==> config.mk <==
export PLATFORM = sky130hd
export DESIGN_NAME = weighted_priority_ready_queues_core
export DESIGN_NICKNAME = d
export VERILOG_FILES = /design/src/rtl/wpq_pkg.sv /design/src/rtl/weighted_priority_ready_queues_core.sv /design/src/rtl/wpq_ram.sv /design/src/rtl/wpq_sched.sv
export SDC_FILE = /design/constraint.sdc
export NUM_CORES = 1
export LEC_CHECK = 0
export ABC_AREA = 1
export BUFFER_PORTS_ARGS = -buffer_cell sky130_fd_sc_hd__buf_2
export CAP_MARGIN = 25
export CORE_ASPECT_RATIO = 1.4
export CORE_MARGIN = 2
export CORE_UTILIZATION = 38
export DETAILED_ROUTE_END_ITERATION = 8
export GPL_TIMING_DRIVEN = 0
export MAX_ROUTING_LAYER = met4
export SYNTH_ARGS = -nofsm -noshare
export SYNTH_HDL_FRONTEND = slang
export SYNTH_SLANG_ARGS = --single-unit
export TNS_END_PERCENT = 5
==> constraint.sdc <==
create_clock -name clk -period 8.8 [get_ports clk]
set_input_delay 1.76 -clock clk [delete_from_list [all_inputs] [get_ports clk]]
set_output_delay 1.76 -clock clk [all_outputs]
set_load 0.01 [all_outputs]
==> src/rtl/wpq_pkg.sv <==
package wpq_pkg;

	localparam int QUEUE_DEPTH_DEF = 16;
	localparam int ID_BITS_DEF     = 8;
	localparam int NUM_QUEUES      = 3;
	localparam int SLOT_COUNT      = 13;
	localparam int CURSOR_W        = $clog2(SLOT_COUNT);
	localparam int TASK_W          = 8;
	localparam int PRIO_W          = 2;
	localparam int STATUS_W        = 2;

	localparam logic FUNC_PUSH = 1'b0;
	localparam logic FUNC_POP  = 1'b1;

	localparam logic [PRIO_W-1:0] PRIO_HIGH   = 2'd0;
	localparam logic [PRIO_W-1:0] PRIO_NORMAL = 2'd1;
	localparam logic [PRIO_W-1:0] PRIO_LOW    = 2'd2;

	localparam logic [STATUS_W-1:0] ST_OK    = 2'd0;
	localparam logic [STATUS_W-1:0] ST_FULL  = 2'd1;
	localparam logic [STATUS_W-1:0] ST_EMPTY = 2'd2;

	typedef struct packed {
		logic              func;
		logic [PRIO_W-1:0] priority_req;
		logic [TASK_W-1:0] task_id;
	} in_item_t;

	typedef struct packed {
		logic                granted;
		logic [TASK_W-1:0]   granted_task_id;
		logic [PRIO_W-1:0]   granted_priority;
		logic [STATUS_W-1:0] status;
		logic                any_ready;
	} out_item_t;

	// outcome of the schedule scan
	typedef struct packed {
		logic                found;
		logic [PRIO_W-1:0]   queue;
		logic [CURSOR_W-1:0] next_cursor;
	} pick_t;

	// 13-slot schedule: eight high, four normal, one low
	function automatic logic [PRIO_W-1:0] slot_queue(input logic [CURSOR_W-1:0] slot);
		logic [PRIO_W-1:0] q;
		if (slot < CURSOR_W'(8)) begin
			q = PRIO_HIGH;
		end else if (slot < CURSOR_W'(12)) begin
			q = PRIO_NORMAL;
		end else begin
			q = PRIO_LOW;
		end
		return q;
	endfunction

endpackage

==> src/rtl/weighted_priority_ready_queues_core.sv <==
// Channel | Direction | Handshake              | Payload
// in      | input     | in_valid / in_ready    | in_data  (in_item_t: func, priority_req, task_id)
// out     | output    | out_valid / out_ready  | out_data (out_item_t: granted ... any_ready)
//
// A push or an empty pop has its result registered at the accept edge.
// A pop that finds a task waits on the store: the task store is a synchronous RAM, so the
// head entry arrives in the cycle after the read is issued. One transaction is in flight.
// arst_n clears heads, counts, the cursor and the valid flags; the store holds
// no reset and is only read at entries a push has written.
// in_ready drops while a pop read is pending or while an untaken result blocks the output.
module weighted_priority_ready_queues_core
	import wpq_pkg::*;
#(
	parameter int QUEUE_DEPTH = QUEUE_DEPTH_DEF,
	parameter int ID_BITS     = ID_BITS_DEF
) (
	input  logic      clk,
	input  logic      arst_n,
	input  logic      in_valid,
	output logic      in_ready,
	input  in_item_t  in_data,
	output logic      out_valid,
	input  logic      out_ready,
	output out_item_t out_data
);

	localparam int HEAD_W  = $clog2(QUEUE_DEPTH);
	localparam int COUNT_W = $clog2(QUEUE_DEPTH + 1);
	localparam int RAM_DEPTH = NUM_QUEUES * QUEUE_DEPTH;
	localparam int ADDR_W  = $clog2(RAM_DEPTH);

	// queue pointers and schedule cursor
	logic [HEAD_W-1:0]   heads_q  [NUM_QUEUES];
	logic [COUNT_W-1:0]  counts_q [NUM_QUEUES];
	logic [COUNT_W-1:0]  counts_d [NUM_QUEUES];
	logic [CURSOR_W-1:0] cursor_q;

	// pop in flight while the RAM returns the head entry
	logic              rd_pend_q;
	logic [PRIO_W-1:0] gprio_s1;
	logic              any_s1;

	logic      out_valid_q;
	out_item_t out_data_q;

	logic                  accept;
	logic                  is_push;
	logic                  is_pop;
	logic [PRIO_W-1:0]     qsel;
	logic                  push_ok;
	logic [COUNT_W:0]      tail_sum;
	logic [HEAD_W-1:0]     tail;
	logic [NUM_QUEUES-1:0] nonempty;
	logic                  any_d;
	pick_t                 pick;

	logic                  ram_we;
	logic                  ram_re;
	logic [ADDR_W-1:0]     waddr;
	logic [ADDR_W-1:0]     raddr;
	logic [ID_BITS-1:0]    wr_id;
	logic [ID_BITS-1:0]    rd_id;
	logic [ID_BITS+TASK_W-1:0] wr_ext;
	logic [ID_BITS+TASK_W-1:0] rd_ext;

	assign in_ready = !rd_pend_q && (!out_valid_q || out_ready);
	assign accept   = in_valid && in_ready;
	assign is_push  = accept && (in_data.func == FUNC_PUSH);
	assign is_pop   = accept && (in_data.func == FUNC_POP);

	// priority three folds onto the low queue
	assign qsel    = (in_data.priority_req > PRIO_LOW) ? PRIO_LOW : in_data.priority_req;
	assign push_ok = counts_q[qsel] != COUNT_W'(QUEUE_DEPTH);

	// tail = (head + count) mod depth; the sum stays below twice the depth
	always_comb begin
		tail_sum = (COUNT_W + 1)'(heads_q[qsel]) + (COUNT_W + 1)'(counts_q[qsel]);
		if (tail_sum >= (COUNT_W + 1)'(QUEUE_DEPTH)) begin
			tail_sum = tail_sum - (COUNT_W + 1)'(QUEUE_DEPTH);
		end
		tail = tail_sum[HEAD_W-1:0];
	end

	always_comb begin
		for (int q = 0; q < NUM_QUEUES; q++) begin
			nonempty[q] = counts_q[q] != '0;
		end
	end

	wpq_sched u_sched (
		.cursor   (cursor_q),
		.nonempty (nonempty),
		.pick     (pick)
	);

	// occupancy after this transaction, also the source of any_ready
	always_comb begin
		any_d = 1'b0;
		for (int q = 0; q < NUM_QUEUES; q++) begin
			counts_d[q] = counts_q[q];
			if (is_push && push_ok && qsel == PRIO_W'(q)) begin
				counts_d[q] = counts_q[q] + 1'b1;
			end
			if (is_pop && pick.found && pick.queue == PRIO_W'(q)) begin
				counts_d[q] = counts_q[q] - 1'b1;
			end
			any_d = any_d | (counts_d[q] != '0);
		end
	end

	// store layout: queue q owns entries q*QUEUE_DEPTH .. q*QUEUE_DEPTH+QUEUE_DEPTH-1
	function automatic logic [ADDR_W-1:0] entry_addr(input logic [PRIO_W-1:0] q,
		input logic [HEAD_W-1:0] idx);
		logic [ADDR_W-1:0] base;
		case (q)
			PRIO_HIGH:   base = '0;
			PRIO_NORMAL: base = ADDR_W'(QUEUE_DEPTH);
			default:     base = ADDR_W'(2 * QUEUE_DEPTH);
		endcase
		return base + ADDR_W'(idx);
	endfunction

	assign wr_ext = {{ID_BITS{1'b0}}, in_data.task_id};
	assign wr_id  = wr_ext[ID_BITS-1:0];
	assign ram_we = is_push && push_ok;
	assign waddr  = entry_addr(qsel, tail);
	assign ram_re = is_pop && pick.found;
	assign raddr  = entry_addr(pick.queue, heads_q[pick.queue]);

	wpq_ram #(
		.WIDTH (ID_BITS),
		.DEPTH (RAM_DEPTH)
	) u_store (
		.clk   (clk),
		.we    (ram_we),
		.waddr (waddr),
		.wdata (wr_id),
		.re    (ram_re),
		.raddr (raddr),
		.rdata (rd_id)
	);

	assign rd_ext = {{TASK_W{1'b0}}, rd_id};

	// pointer update: advance the head on pop, commit counts and cursor
	always_ff @(posedge clk or negedge arst_n) begin
		if (!arst_n) begin
			for (int q = 0; q < NUM_QUEUES; q++) begin
				heads_q[q]  <= '0;
				counts_q[q] <= '0;
			end
			cursor_q <= '0;
		end else begin
			for (int q = 0; q < NUM_QUEUES; q++) begin
				counts_q[q] <= counts_d[q];
			end
			if (ram_re) begin
				heads_q[pick.queue] <= (heads_q[pick.queue] == HEAD_W'(QUEUE_DEPTH - 1)) ?
					'0 : heads_q[pick.queue] + 1'b1;
				cursor_q <= pick.next_cursor;
			end
		end
	end

	// control: pending read flag and output valid
	always_ff @(posedge clk or negedge arst_n) begin
		if (!arst_n) begin
			rd_pend_q   <= 1'b0;
			out_valid_q <= 1'b0;
		end else begin
			rd_pend_q <= ram_re;
			if (rd_pend_q || (accept && !ram_re)) begin
				out_valid_q <= 1'b1;
			end else if (out_ready) begin
				out_valid_q <= 1'b0;
			end
		end
	end

	// payload: hold the pop's side fields until the RAM data lands
	always_ff @(posedge clk) begin
		if (ram_re) begin
			gprio_s1 <= pick.queue;
			any_s1   <= any_d;
		end
		if (rd_pend_q) begin
			out_data_q.granted          <= 1'b1;
			out_data_q.granted_task_id  <= rd_ext[TASK_W-1:0];
			out_data_q.granted_priority <= gprio_s1;
			out_data_q.status           <= ST_OK;
			out_data_q.any_ready        <= any_s1;
		end else if (accept && !ram_re) begin
			out_data_q.granted          <= 1'b0;
			out_data_q.granted_task_id  <= '0;
			out_data_q.granted_priority <= '0;
			out_data_q.status           <= is_push ? (push_ok ? ST_OK : ST_FULL) : ST_EMPTY;
			out_data_q.any_ready        <= any_d;
		end
	end

	assign out_valid = out_valid_q;
	assign out_data  = out_data_q;

`ifndef ASSERT_OFF
	// a pending read always lands in the output register on the next edge
	assert property (@(posedge clk) disable iff (!arst_n) rd_pend_q |=> out_valid_q)
		else $error("pop result not delivered after store read");

	// no new transaction is taken while a read is in flight
	assert property (@(posedge clk) disable iff (!arst_n) rd_pend_q |-> !in_ready)
		else $error("input accepted during pending store read");

	// the cursor stays inside the schedule
	assert property (@(posedge clk) disable iff (!arst_n)
		cursor_q < CURSOR_W'(SLOT_COUNT))
		else $error("schedule cursor out of range");

	// a queue never holds more than its depth
	assert property (@(posedge clk) disable iff (!arst_n)
		counts_q[0] <= COUNT_W'(QUEUE_DEPTH) && counts_q[1] <= COUNT_W'(QUEUE_DEPTH)
		&& counts_q[2] <= COUNT_W'(QUEUE_DEPTH))
		else $error("queue occupancy exceeds depth");

	// a granted pop from the high queue leaves that queue one entry shorter
	assert property (@(posedge clk) disable iff (!arst_n)
		ram_re && pick.queue == PRIO_HIGH |=> counts_q[0] == $past(counts_q[0]) - 1'b1)
		else $error("high queue count not decremented on pop");
`endif

endmodule

==> src/rtl/wpq_ram.sv <==
module wpq_ram #(
	parameter int WIDTH = 8,
	parameter int DEPTH = 48
) (
	input  logic                     clk,
	input  logic                     we,
	input  logic [$clog2(DEPTH)-1:0] waddr,
	input  logic [WIDTH-1:0]         wdata,
	input  logic                     re,
	input  logic [$clog2(DEPTH)-1:0] raddr,
	output logic [WIDTH-1:0]         rdata
);

	logic [WIDTH-1:0] mem_q [DEPTH];

	always_ff @(posedge clk) begin
		if (we) begin
			mem_q[waddr] <= wdata;
		end
		if (re) begin
			rdata <= mem_q[raddr];
		end
	end

endmodule

==> src/rtl/wpq_sched.sv <==
module wpq_sched
	import wpq_pkg::*;
(
	input  logic [CURSOR_W-1:0]   cursor,
	input  logic [NUM_QUEUES-1:0] nonempty,
	output pick_t                 pick
);

	// walk the schedule from the cursor, wrapping, and stop at the first live slot
	always_comb begin
		logic [CURSOR_W-1:0] slot;
		logic [PRIO_W-1:0]   q;
		pick = '0;
		slot = cursor;
		for (int off = 0; off < SLOT_COUNT; off++) begin
			q = slot_queue(slot);
			if (!pick.found && nonempty[q]) begin
				pick.found       = 1'b1;
				pick.queue       = q;
				pick.next_cursor = (slot == CURSOR_W'(SLOT_COUNT - 1)) ? '0 : slot + 1'b1;
			end
			slot = (slot == CURSOR_W'(SLOT_COUNT - 1)) ? '0 : slot + 1'b1;
		end
	end

endmodule
Word level (Yosys, flattened, before mapping)
Memories as Yosys holds them, arrays and structs flattened. A register that Yosys moved wholly into a read port is not among the register bits.
Index checks and enable logic that the tools add are counted.
{"block": "totals", "mem_bits_rw": 384, "mem_count": 1, "inputBits": 15, "ff_bits": 50, "output_inout_bits": 16}
{"memory": "u_store.mem_q", "depth": 48, "word_bits": 8, "rd": 1, "rd_ports_with_merged_regs": 1, "wr": 1, "line": "wpq_ram.sv:14", "text": "logic [WIDTH-1:0] mem_q [DEPTH];"}
{"block": "classes", "addsub": 24, "reduce_logical": 53, "eq_ne": 19, "bitwise_logic": 5, "n_mux": 109, "magnitude_cmp": 44}
{"operator": "$lt A4 B4 Y1 const B", "n": 26}
{"operator": "$mux W7", "n": 13}
{"operator": "$mux W4", "n": 20}
{"operator": "$add A4 B1 Y4 const B", "n": 14}
{"operator": "$eq A4 B4 Y1 const B", "n": 14}
{"operator": "$mux W2", "n": 28}
{"operator": "$mux W5", "n": 8}
{"operator": "$lt A2 B3 Y1 const B", "n": 13}
{"operator": "$reduce_bool A5 Y1", "n": 6}
{"operator": "$bmux W1 S2", "n": 13}
{"operator": "$logic_and A1 B1 Y1", "n": 26}
{"operator": "$mux W13", "n": 2}
{"operator": "$pmux W6 S2", "n": 2}
{"operator": "$mux W1", "n": 18}
{"operator": "$bmux W4 S2", "n": 2}
{"operator": "$add A5 B1 Y5 const B", "n": 3}
{"operator": "$logic_not A1 Y1", "n": 15}
{"operator": "$sub A5 B1 Y5 const B", "n": 3}
{"operator": "$add A6 B4 Y6", "n": 2}
{"operator": "$bwmux W12", "n": 1}
{"operator": "$bmux W5 S2", "n": 1}
{"operator": "$demux W4 S2", "n": 1}
{"operator": "$add A4 B5 Y6", "n": 1}
{"operator": "$ge A3 B3 Y1 const B", "n": 2}
{"operator": "13 further kinds", "n": 20}

Logic depth before layout (Yosys ltp)
Gate-level depths: netlist of the first run.
{"block": "depth", "ltp_word": 50, "mapped_depth": 67}

Cells and area by module
A second synthesis of the first run with hierarchy kept.
{"block": "unflattened", "hier_cells": 2250, "area_unflattened_um2": 22008.6}
{"module": "wpq_ram", "seq_area_each_um2": 11771.3, "area_per_inst_um2": 15932.8, "cells_each": 1331, "instances": 1}
{"module": "wpq_sched", "seq_area_each_um2": 0.0, "area_per_inst_um2": 3039.2, "cells_each": 531, "instances": 1}
{"module": "weighted_priority_ready_queues_core", "seq_area_each_um2": 1306.3, "area_per_inst_um2": 3036.7, "cells_each": 388, "instances": 1}

Worst setup path after synthesis of the first run
No wires, ideal clock.
{"block": "synth_path", "path_type": "register -> register", "start": "register cursor_q[0]", "end": "register u_store.rdata[3] (read register of u_store.mem_q) (data pin)", "arrival_time_ns": 7.686, "setup_time_ns": 0.259, "setup_slack_ns": 0.856, "path_stages_with_launch": 58, "cell_sequence": "dfrtp_1 -> inv_1 -> ha_1 -> nand3_2 -> nand2_2 -> ha_1 -> nand3_4 -> nand2_1 -> ha_1 -> nand4_4 -> nand2_1 -> ha_1 -> nand3_4 -> inv_2 -> nor2_1 -> inv_1 -> ha_1 -> nand3_4 -> [... 22 more ...] -> inv_1 -> nand2_1 -> nand2_1 -> nand2_1 -> o21bai_2 -> nand2_1 -> nand3_2 -> nand2_4 -> nand2_2 -> buf_4 -> clkbuf_1 -> nand4_1 -> nand3_1 -> nand3_1 -> nand3_1 -> nand2_1 -> nand2_1 -> nand3_1"}
{"block": "synth_via", "elab_chain_cells": 47}
{"item": "start: declaration", "line": "weighted_priority_ready_queues_core.sv:36", "text": "logic [CURSOR_W-1:0] cursor_q;"}
{"item": "start signal: assignment", "line": "weighted_priority_ready_queues_core.sv:160", "text": "cursor_q <= pick.next_cursor;"}
{"item": "parallel branches: the longest is 41 deep, another holds $add A4 B1 Y4"}
{"item": "$mux W7 (*)", "line": "wpq_sched.sv:17", "text": "if (!pick.found && nonempty[q]) begin"}
{"item": "$not A2 Y3 (implied by the code)", "line": "weighted_priority_ready_queues_core.sv:128", "text": "assign raddr = entry_addr(pick.queue, heads_q[pick.queue]);"}
{"item": "$bmux W4 S2", "line": "weighted_priority_ready_queues_core.sv:128"}
{"item": "$mux W4 (implied by the code) (2 in a row)", "line": "weighted_priority_ready_queues_core.sv:128"}
{"item": "$add A6 B4 Y6", "line": "weighted_priority_ready_queues_core.sv:120", "text": "return base + ADDR_W'(idx);"}
{"item": "end: declaration", "line": "wpq_ram.sv:11", "text": "output logic [WIDTH-1:0] rdata"}
Every way passes the cells marked *. The select of a mux whose other input is x is not followed.
A chain may end at the register's enable or synchronous reset.

Final worst setup path of the first run
{"block": "layout_path", "start": "register cursor_q[0]", "end": "register u_store.rdata[2] (read register of u_store.mem_q) (data pin)"}
The elaborated chain is that of the path after synthesis.

==> results of run 1 <==
## registers in the layout, indices dropped and copies added, names as in the netlist
register,flops
u_store.mem_q,384
counts_q,15
out_data,14
heads_q,12
u_store.rdata,8
cursor_q,4
gprio_s1,2
any_s1,1
out_valid,1
rd_pend_q,1
## how the worst min path moves through the flow
stage                               to  depth (start not counted)
after global routing       out_data[1]                          2
after global placement    out_data[13]                          2
after detailed placement   out_data[1]                          2
after CTS                  out_data[1]                          2
after floorplan             heads_q[8]                          2
final                      out_data[1]                          2
## stage by stage
stage / area [sq um] / utilization [%] / hold WS (ns) / setup TNS (ns)
after floorplan: 23480 / - / 0.4530 / 0
after global placement: 24650 / 40.37 / 0.4460 / -11.77
after detailed placement: 24800 / 40.62 / 0.4490 / -19.94
after CTS: 26770 / 43.84 / 0.4618 / 0
after global routing: 27490 / 45.03 / 0.5063 / -0.9710
final: 27490 / 45.03 / 0.4569 / 0
## critical path: cells and delay by family, from the launching register on
family / cells / cell delay (ns)
AOI/OAI and AO/OA: 1 / 0.08
adders and majority gates: 9 / 1.59
buffers and inverters: 10 / 1.05
DFF: 1 / 0.42
and+or+nand+nor: 41 / 4.93
## cells in the final DEF, fill, tap and decap left out, drive strengths merged, types with 12 or more instances in the layout
| master | count |
|---|---|
| a21oi | 22 |
| nand3 | 390 |
| ha | 36 |
| inv | 513 |
| o21ai | 48 |
| nor2 | 168 |
| clkinv | 19 |
| nand2 | 580 |
| nand3b | 12 |
| nand4 | 171 |
| dfrtp | 33 |
| buf | 178 |
| edfxtp | 406 |
| xor2 | 13 |
| clkbuf | 87 |
## layout make-up
cell class,instances,area [sq um],area share [%]
multi-input combinational,1509,8218,29.89
sequential,442,13080,47.58
antenna,1,2.502,0.009102
clock inverter,27,325.3,1.183
timing repair buffer,97,885.9,3.222
tap,817,1022,3.718
inverter,515,1952,7.100
clock buffer,51,1127,4.101
buffer,118,878.3,3.195
## cell families after synthesis
| group | after synthesis |
|---|---|
| compound gates | 107 |
| flops | 442 |
| simple gates | 1348 |
| mux | 1 |
| xor+xnor | 16 |
| fa+ha+maj | 37 |
| buf+inv | 635 |
## metal layers
layer  track usage (%)  wire (um)  vias to the layer above
met4             11.31       3744                        0
met3             2.318       3421                      151
li1                  -          -                     8850
met1             24.47      26860                     8793
met5                 -          0                        -
met2             37.26      34520                      528
## what timing repair did
item                       CTS  global route
setup endpoints to repair   33            37
cloned                       0             3
buffers inserted            19            38
pin swaps                    8            36
resized for setup           94            86
==> run metrics, run 1 <==
drt pass-1 iters=7; Hold Violations, Final=0; IO Pins=31; share of layout cells above drive strength 1=16.09%; via/cell ratio=5.122; Setup crit start=cursor_q[0]; worst setup margin=0.3524 ns; Final Non-Filler Cells=around 3600; HP Start=out_data[1]; starting DRC count in detailed routing=1525; main flop type after synthesis=edfxtp_1; Synth Area in Compound Gates=2.744%; flops & latches, synth=442; Worst Hold Class=reg2reg; vias in the first global route=17940; clock slew at reported path FFs=about 0.060 ns; Core Area=0.06105 sq mm; IO buf count=29; crit path time final=8.448 ns; global-route usage over all layers=21.48%; grt total ovfl=0; Layout Nets=~2800; Post-Syn Nets=2638; Syn. warnings=0; kind of critical path=reg2reg; Initial Util=38.46%; DR DRC count=0; Worst-Margin Slew=0.8821 ns; area of the die=0.06382 sq mm; Max Root-Sink Buffers=3; Post-Synth Adder-Cell Area=2.004%; H-tree level count=2; placed cell count=about 3400; Yosys top cell area share=51.92%; CP Capture Type=flop; Max Cap Viol=0; FF-to-FF Start=cursor_q[0]; post-synthesis mux area share=less than 1%; max incr delay on CP=0.42 ns; clk sinks=442; Cell Area, Synth=0.02348 sq mm; gpl congestion=between 0.9 and 1; routed via count=18320; cts bufs inserted=43; critical path's slowest cell=dfrtp_2; CTS Hold Bufs=0; Clock Skew=0.02688 ns; Layout area overhead=17.08%; most instantiated cells after synthesis=537 x nand2_1, 489 x inv_1, 406 x edfxtp_1; critical path arrival=~8.7 ns; Slew Viols, Final=0; final wirelength=68550 um; share of synthesized flip-flops with an asynchronous set or reset=7.466%; Post-Synth Simple-Gate Area=27.46%; R2R depth=61; TritonCTS clock tree=done; CP Capture Point=u_store.rdata[2]; Synth area leader=edfxtp_1; Post-Synthesis Cells=between 2000 and 3000; largest family of logic cells by synthesized area=simple AND/OR/NAND/NOR gates; Setup WS pre-CTS=-1.162 ns; cell with the most instances after synthesis=nand2_1; Setup violations, final=0; Slew headroom=40.97%; Fill cells=5765; Critical Path Source Type=flop; EDFF count, synth=around 400; Distinct cells, synth=57; Die X=214.1 um; Synth area leaders=edfxtp_1 52%, nand2_1 8.6%, nand3_1 8.0%; first-pass GRT wire length=about 100000 um; # rows=107; Synth Area in XOR/XNOR=less than 1%; Root Buffer=clkbuf_16; initial antenna violation count=2; Worst-Skew Late Latency=between 0.5 and 0.6 ns; Die H=298.1 um; Routed Antenna Nets=0; synthesized area per cell=9.080 sq um; largest net degree at the start of global routing=49; Detail Placement HPWL=47980 um; f_max=118.4 MHz; Worst Path Required=9.06 ns; Reg-to-Reg End=u_store.rdata[2]; register area share after synthesis=55.70%; period utilisation layout=a little over nine tenths; R2R Setup Slk=0.35 ns; crit-path max FO=10; WL/cell=around 19 um; status=finished, final reports clean
Power of run 1 is left out: the tool's default activity adds up to more than one toggle a clock period on the data nets, which glitch-free logic cannot reach.
==> run 2: changes to the inputs <==
- SYNTH_HIERARCHICAL: unset -> 1
==> run metrics, run 2 <==
IO Pins=31; share of synthesized flip-flops with an asynchronous set or reset=7.466%; initial antenna violation count=0; Slew Viols, Final=0; status=finished, final reports clean; Layout Nets=2465; most common cell after layout, fill and taps aside=nand2_1; Post-Synthesis Cells=2250; final instance area=0.02595 sq mm; share of layout cells above drive strength 1=around a fifth; area of the die=0.05989 sq mm; number of diodes=0; Synth area leaders=edfxtp_1 55%, nand2_1 10%, nand3_1 6.8%; Final Non-Filler Cells=between 3000 and 4000; grt total ovfl=0; kind of critical path=reg2reg; Hold Violations, Final=0; global-route usage over all layers=21.27%; Distinct cells, synth=between 50 and 60; Worst Hold Class=reg2reg; synthesized area per cell=just under 10 sq um; Clock Skew=0.02011 ns; CP Capture Type=flop; EDFF count, synth=406; final wirelength=63090 um; register area share after synthesis=~60%; Max Cap Viol=0; starting DRC count in detailed routing=1365; WL/cell=19.80 um; Initial Util=38.35%; # rows=104; Detail Placement HPWL=between 40000 and 50000 um; placed cell count=3024; drt pass-1 iters=7; R2R Setup Slk=roughly 0.36 ns; Cell Area, Synth=0.02201 sq mm; Top reg by flops=u_store/mem_q; cell with the most instances after synthesis=nand2_1; placed inst area=0.02313 sq mm; cts bufs inserted=46; critical path's slowest cell=dfrtp_2; DR DRC count=0; crit path time final=8.444 ns; main flop type after synthesis=edfxtp_1; Core Area=roughly 0.057 sq mm; critical path arrival=8.77 ns; first-pass GRT wire length=94940 um; vias in the first global route=16390; via/cell ratio=5.323; Slew headroom=25.89%; Critical Path Source Type=flop; max incr delay on CP=0.46 ns; Die X=roughly 210 um; Syn. warnings=6; gpl congestion=0.9277; Yosys top cell area share=55.40%; Max Root-Sink Buffers=3; Setup violations, final=0; Routed Antenna Nets=0; f_max=118.4 MHz; crit-path max FO=10; Worst Path Required=9.12 ns; largest net degree at the start of global routing=~50; clk sinks=roughly 440; H-tree level count=2; most instantiated cells after synthesis=608 x nand2_1, 406 x edfxtp_1, 301 x nand3_1; CP most frequent cell=nand2_4; max reg flops=384; clock slew at reported path FFs=0.06 ns; Layout area overhead=17.91%; Worst-Skew Late Latency=between 0.5 and 0.6 ns; Synth area leader=edfxtp_1; TritonCTS clock tree=done; routed via count=16960; Worst-Margin Slew=1.107 ns; flops & latches, synth=442; IO buf count=30; commonest non-fill, non-tap cells in the layout=582 x nand2_1, 406 x edfxtp_1, 257 x nand3_1; Root Buffer=clkbuf_16; period utilisation layout=95.95%; Die H=288.8 um; Post-Syn Nets=2304
run 2: changes by cell type in the layout (fill, tap and decap cells not counted), moves of 15 or more:
cell	delta
nand2_1	+63
nor2_1	+69
o21ai_0	+55
o211ai_1	+30
nand4_1	-147
buf_4	+25
buf_2	-18
nand2_4	+18
nand2_2	+19
nand3_2	+15
nand3_1	-81
inv_1	-346
run 2: through the flow:
step / TNS (ns) / worst slack (ns) / hold WS (ns) / util, %
final: 0 / 0.3562 / 0.4687 / 45.22
after global routing: -0.7494 / -0.1108 / 0.4904 / 45.22
after CTS: 0 / 0.0002531 / 0.4751 / 43.72
after detailed placement: -33.63 / -2.059 / 0.4645 / 40.30
after global placement: -23.72 / -1.772 / 0.4372 / 40.23
after floorplan: 0 / 0.3116 / 0.4530 / -
run 2: cells by family after synthesis:
| logic type | count (synthesis) | share of synthesized area (%) |
|---|---|---|
| DFF | 442 | 59.42 |
| adders and majority gates | 39 | 2.251 |
| AOI/OAI and AO/OA | 182 | 5.014 |
| buffers and inverters | 268 | 5.372 |
| and+or+nand+nor | 1312 | 27.66 |
| xor gates and xnor gates | 7 | 0.2786 |
run 2: routing by layer:
| layer | GRT usage [%] | vias up | wire (um) |
|---|---|---|---|
| met2 | 36.84 | 570 | 31760 |
| met3 | 2.468 | 149 | 3281 |
| met1 | 24.88 | 8260 | 25140 |
| li1 | - | 7985 | - |
| met5 | - | - | 0 |
| met4 | 9.696 | 0 | 2900 |
run 2: worst paths after layout:
check | start | to | cells past startpoint
worst max register to register | cursor_q[0] | u_store/rdata[2] | 69
max in group asynchronous | arst_n | cursor_q[0] | 1
min in group asynchronous | arst_n | counts_q[0] | 1
worst min-delay path | out_data[13] | out_data[13] | 2
worst min register to register | out_data[13] | out_data[13] | 2
worst max-delay path | cursor_q[0] | u_store/rdata[2] | 69
run 2: worst max-delay path, delay by kind of cell, from the launching register on:
family / cells / cell delay, ns
DFF: 1 / 0.46
adders and majority gates: 8 / 1.42
AOI/OAI and AO/OA: 1 / 0.26
buffers and inverters: 14 / 1.17
and+or+nand+nor: 46 / 4.81
run 2: layout make-up:
type,count,area [sq um]
clock buffer,60,1225
buffer,91,654.4
fill,5373,31430
clock inverter,22,176.4
sequential,442,13080
timing repair buffer,112,860.8
inverter,177,688.2
tap,742,928.4
multi-input combinational,1541,8338
run 2: timing repair:
action,4_1_cts,5_1_grt
gates resized for setup,106,111
cloned,1,0
setup endpoints to repair,48,20
pin swaps,16,53
hold buffers,0,0
buffers inserted,25,50
Power of run 2 is left out for the same reason.
